$ cat src/rtl/core/tdr_pkg.sv
// Package for the TCP destination rewrite block: shared constants, the
// controller/datapath command and status structs, and one's-complement add.
// No dependencies.
package tdr_pkg;

  localparam int unsigned LEN_W = 16;

  localparam logic [31:0] DEST_RESET = 32'h80705D6A;
  localparam logic [7:0]  PROTO_TCP  = 8'd6;

  localparam int unsigned IP_MIN_HDR   = 20;
  localparam int unsigned OFS_TOTAL_HI = 2;
  localparam int unsigned OFS_TOTAL_LO = 3;
  localparam int unsigned OFS_PROTO    = 9;
  localparam int unsigned OFS_HCHK_HI  = 10;
  localparam int unsigned OFS_HCHK_LO  = 11;
  localparam int unsigned OFS_SRC      = 12;
  localparam int unsigned OFS_DST      = 16;
  localparam int unsigned OFS_DST_END  = 19;
  localparam int unsigned TCP_CHK_OFS  = 16;
  localparam int unsigned TCP_MIN_SEG  = 18;

  localparam logic [2:0] HDR_WR_LAST  = 3'd6;
  localparam logic [2:0] SEG_ADD_LAST = 3'd1;
  localparam logic [2:0] SEG_WR_LAST  = 3'd1;

  typedef struct packed {
    logic       load;
    logic       pull;
    logic       fin_start;
    logic       sweep;
    logic       hdr_wr;
    logic       seg_add;
    logic       seg_wr;
    logic [2:0] step;
  } tdr_cmd_t;

  typedef struct packed {
    logic sweep_done;
    logic hdr_fits;
    logic seg_ok;
  } tdr_sts_t;

  function automatic logic [15:0] oc_add(input logic [15:0] a, input logic [15:0] b);
    logic [16:0] s;
    s = {1'b0, a} + {1'b0, b};
    return s[15:0] + 16'(s[16]);
  endfunction

endpackage

$ cat src/rtl/core/tdr_ctrl.sv
// Controller for the TCP destination rewrite block: accepts beats, sequences
// the finishing sweep, header writes and TCP checksum steps.
// Depends on tdr_pkg.
module tdr_ctrl
  import tdr_pkg::*;
(
  input  logic     clk,
  input  logic     rst_n,
  input  logic     start,
  input  logic     in_req_type,
  input  logic     in_last_in,
  input  tdr_sts_t sts,
  output tdr_cmd_t cmd,
  output logic     busy
);

  localparam logic [2:0] S_IDLE    = 3'd0;
  localparam logic [2:0] S_SWEEP   = 3'd1;
  localparam logic [2:0] S_HDR_WR  = 3'd2;
  localparam logic [2:0] S_SEG_ADD = 3'd3;
  localparam logic [2:0] S_SEG_WR  = 3'd4;

  logic [2:0] state_r, state_nxt;
  logic [2:0] step_r, step_nxt;

  always_comb begin
    state_nxt = state_r;
    step_nxt  = step_r;
    cmd       = '0;
    cmd.step  = step_r;
    unique case (state_r)
      S_IDLE: begin
        cmd.load      = start && !in_req_type;
        cmd.pull      = start && in_req_type;
        cmd.fin_start = start && !in_req_type && in_last_in;
        if (cmd.fin_start) begin
          state_nxt = S_SWEEP;
        end
      end
      S_SWEEP: begin
        cmd.sweep = 1'b1;
        if (sts.sweep_done) begin
          step_nxt  = '0;
          state_nxt = sts.hdr_fits ? S_HDR_WR : S_IDLE;
        end
      end
      S_HDR_WR: begin
        cmd.hdr_wr = 1'b1;
        if (step_r == HDR_WR_LAST) begin
          step_nxt  = '0;
          state_nxt = sts.seg_ok ? S_SEG_ADD : S_IDLE;
        end else begin
          step_nxt = step_r + 3'd1;
        end
      end
      S_SEG_ADD: begin
        cmd.seg_add = 1'b1;
        if (step_r == SEG_ADD_LAST) begin
          step_nxt  = '0;
          state_nxt = S_SEG_WR;
        end else begin
          step_nxt = step_r + 3'd1;
        end
      end
      S_SEG_WR: begin
        cmd.seg_wr = 1'b1;
        if (step_r == SEG_WR_LAST) begin
          step_nxt  = '0;
          state_nxt = S_IDLE;
        end else begin
          step_nxt = step_r + 3'd1;
        end
      end
      default: begin
        step_nxt  = '0;
        state_nxt = S_IDLE;
      end
    endcase
  end

  always_ff @(posedge clk) begin
    if (!rst_n) begin
      state_r <= S_IDLE;
      step_r  <= '0;
    end else begin
      state_r <= state_nxt;
      step_r  <= step_nxt;
    end
  end

  assign busy = (state_r != S_IDLE);

endmodule

$ cat config.mk
export PLATFORM = sky130hd
export DESIGN_NAME = tdr_ctrl
export DESIGN_NICKNAME = d
export VERILOG_FILES = /design/src/rtl/core/tdr_pkg.sv /design/src/rtl/core/tdr_ctrl.sv
export SDC_FILE = /design/constraint.sdc
export NUM_CORES = 1
export LEC_CHECK = 0
export BUFFER_PORTS_ARGS = -buffer_cell sky130_fd_sc_hd__buf_4
export CAP_MARGIN = 30
export CORE_AREA = 4 4 41 43
export CTS_BUF_LIST = sky130_fd_sc_hd__clkbuf_8
export DETAILED_ROUTE_END_ITERATION = 6
export DIE_AREA = 0 0 45 47
export HOLD_SLACK_MARGIN = 0.08
export PLACE_DENSITY_LB_ADDON = 0.05
export SLEW_MARGIN = 15
export SYNTH_ARGS = -nofsm -noshare
export SYNTH_HDL_FRONTEND = slang
export SYNTH_SLANG_ARGS = --single-unit
$ cat constraint.sdc
create_clock -name clk -period 2.05 [get_ports clk]
set_input_delay 0 -clock clk [delete_from_list [all_inputs] [get_ports clk]]
set_output_delay 0 -clock clk [all_outputs]
set_load 0.01 [all_outputs]
==> metrics.txt <==
vias after detailed routing=503; count leader, synth=nand2_1; clock buffer depth=2; final setup fails=0; unrepaired setup endpoints after global routing=no; Mapped Avg Cell Area=7.30 um2; TritonRoute pass-1 iters=4; Setup TNS Final=0 ns; row count=13; Post-synth EDFFs=0; total gr overflow=0; cell count of the worst hold path=5; TritonCTS buffer count=3; Synth Cell Area=about 490 um2; crit end category=output port; drt drc=0; share of flip-flops with an asynchronous set or reset=0%; pin count of the biggest net entering global routing=18; Worst Setup Start Kind=flip-flop; post-CTS setup buffers=0; CP Class=reg -> out; CTS root buf=clkbuf_8; synth top area cells=dfxtp_1 (25%), a21oi_1 (7.2%), nand2_1 (6.1%), nor3b_1 (6.1%), o21ai_0 (4.1%); CP required=2.05 ns; antenna violations before repair=0; # IOs=19; Final min period=1.43 ns; H-tree depth=1; area delta synth->final=38.9%; ys flop type=dfxtp_1; Worst VDD drop=between 0.3 and 0.4 mV; Worst R2R Path Depth=4; Clk pin slew, worst setup/hold paths=around 0.030 ns; Leakage=around 0.33 nW; drt via density=~5.0; die extent in y=~47 um; CTS tree=done; fin. max-slew vios=0; Distinct cells, synth=31; ANT cells=0; Synth Register Bits=6; port bufs=18; TritonCTS Sinks=6; sequential-to-total area share from yosys stat=between 20% and 30%; Max-slew headroom=a little under 70%; Synth Warn #=0; CP Max Fanout=17; Syn Nets=between 70 and 80; Clock Skew=about 0.0016 ns; Slew @ Worst Pin=between 0.4 and 0.5 ns; Data arrival, critical path=~1.4 ns; fin crit share=between 60% and 70%; final hold vios=0; fin area=about 680 um2; Max Cap Viol=0; chip width=between 40 and 50 um; Achievable Freq=about 700 MHz; Detailed Route WL=1150 um; DR iter-0 viols=8; Synth top area share=approximately a quarter; Hold Crit Class=in -> reg; power density cells=~570 nW/um2; Mapped Cells=between 60 and 70; cell area after placement=around 630 um2; fin nets=96; RePlAce Congestion=a little under 0.8; die area=around 2100 um2; post-route ant nets=0; first-pass GRT wire length=roughly 1800 um; commonest cells in the netlist=nand2_1 (8), a21oi_1 (7), dfxtp_1 (6); status=finished clean; vias in the first global route=441; Starting Density=~38%; Clock Latency Late Sink=0.22 ns; largest area contributor in the netlist=dfxtp_1; HPWL Detailed=882 um; Wirelength per Cell=around 11 um; layout cells sized above 1=29.1%; core region area=~1300 um2; Total GRT Usage=12.1%
## report_power, final
| part | leakage [nW] | switching, mW | internal [mW] | total (mW) |
|---|---|---|---|---|
| clock | 0.0216 | 0.0441 | 0.126 | 0.170 |
| sequential | 0.0486 | 0.0147 | 0.123 | 0.137 |
| combinational | 0.264 | 0.0330 | 0.0450 | 0.0780 |
| total | 0.334 | 0.0918 | 0.293 | 0.385 |
## worst max-delay path, cell delays in order, from the launching register on
cell and delay, ns:
dfxtp_1 0.44, nor3_1 0.31, nand2_1 0.11, nor3b_1 0.20, buf_4 0.15
## what timing repair did
action                                  in CTS  in global routing
endpoints found under the hold margin        2                  0
hold buffers                                 1                  0
resized for setup                            0                  0
endpoints found under the setup margin       0                  0
## registers in the layout, summed over array words and instances (netlist names)
register and cells:
state_r 3, step_r 3
## metal layers
layer	up-vias	track usage (%)	part of all wire, %
li1	276	-	-
met1	211	16.1	50
met2	14	17.2	43
met3	2	2.30	6.3
met4	0	8.77	0.70
met5	-	0	0
## kinds of logic after synthesis
family / after synthesis / share of synthesized area (%)
AND/OR/NAND/NOR: 32 / 40.7
buffers and inverters: 8 / 7.67
AO/OA/AOI/OAI: 20 / 25.1
multiplexers: 1 / 2.05
flip-flops: 6 / 24.6
## layout make-up
cell class / count / area (um2)
Clock buffer: 3 / 41.3
Fill cell: 145 / 622
Inverter: 4 / 15.0
Multi-Input combinational cell: 53 / 332
Sequential cell: 6 / 120
Tap cell: 15 / 18.8
Timing Repair Buffer: 20 / 153
## path summary, 6_finish.rpt
kind	startpoint	to	slack, ns
hold reg to reg	step_r[2]	step_r[2]	0.54
setup reg to reg	state_r[0]	state_r[1]	0.63
hold / removal	sts[0]	state_r[0]	0.16
setup / recovery	state_r[0]	cmd[7]	0.62
## layout by cell type, fill, tap and decap left out
| cell type | instances |
|---|---|
| nand3_1 | 1 |
| clkbuf_8 | 3 |
| o21ai_1 | 1 |
| and3_1 | 2 |
| mux2i_1 | 1 |
| nor3_1 | 1 |
| nand2_1 | 8 |
| o21ai_0 | 4 |
| and2_1 | 2 |
| dfxtp_1 | 6 |
| inv_1 | 4 |
| nand4bb_1 | 1 |
| dlygate4sd3_1 | 1 |
| nand2b_1 | 3 |
| o21ai_2 | 1 |
| or2b_1 | 1 |
| o22ai_1 | 2 |
| nor2_1 | 2 |
| nor2b_1 | 1 |
| nand3b_1 | 2 |
| a211oi_1 | 1 |
| a211o_1 | 1 |
| a21oi_1 | 7 |
| or3b_4 | 1 |
| o21bai_1 | 1 |
| o211a_1 | 1 |
| a21boi_1 | 1 |
| buf_4 | 19 |
| and4bb_1 | 1 |
| nor3b_1 | 4 |
| nand2_2 | 1 |
| and2b_1 | 1 |
## per-stage QoR
stage | utilization, % | hold WS (ns) | total power, mW | setup WS, ns | instances
global placement | 48.3 | 0.266 | 0.217 | 0.619 | 97
global route | 52.2 | 0.192 | 0.407 | 0.400 | 101
floorplan | - | 0.0475 | 0.176 | 0.815 | 67
detailed placement | 48.3 | 0.265 | 0.216 | 0.636 | 97
finish | 52.2 | 0.160 | 0.385 | 0.616 | 101
CTS | 52.2 | 0.155 | 0.390 | 0.608 | 101
No activity file was read; power rests on OpenSTA's default activity.
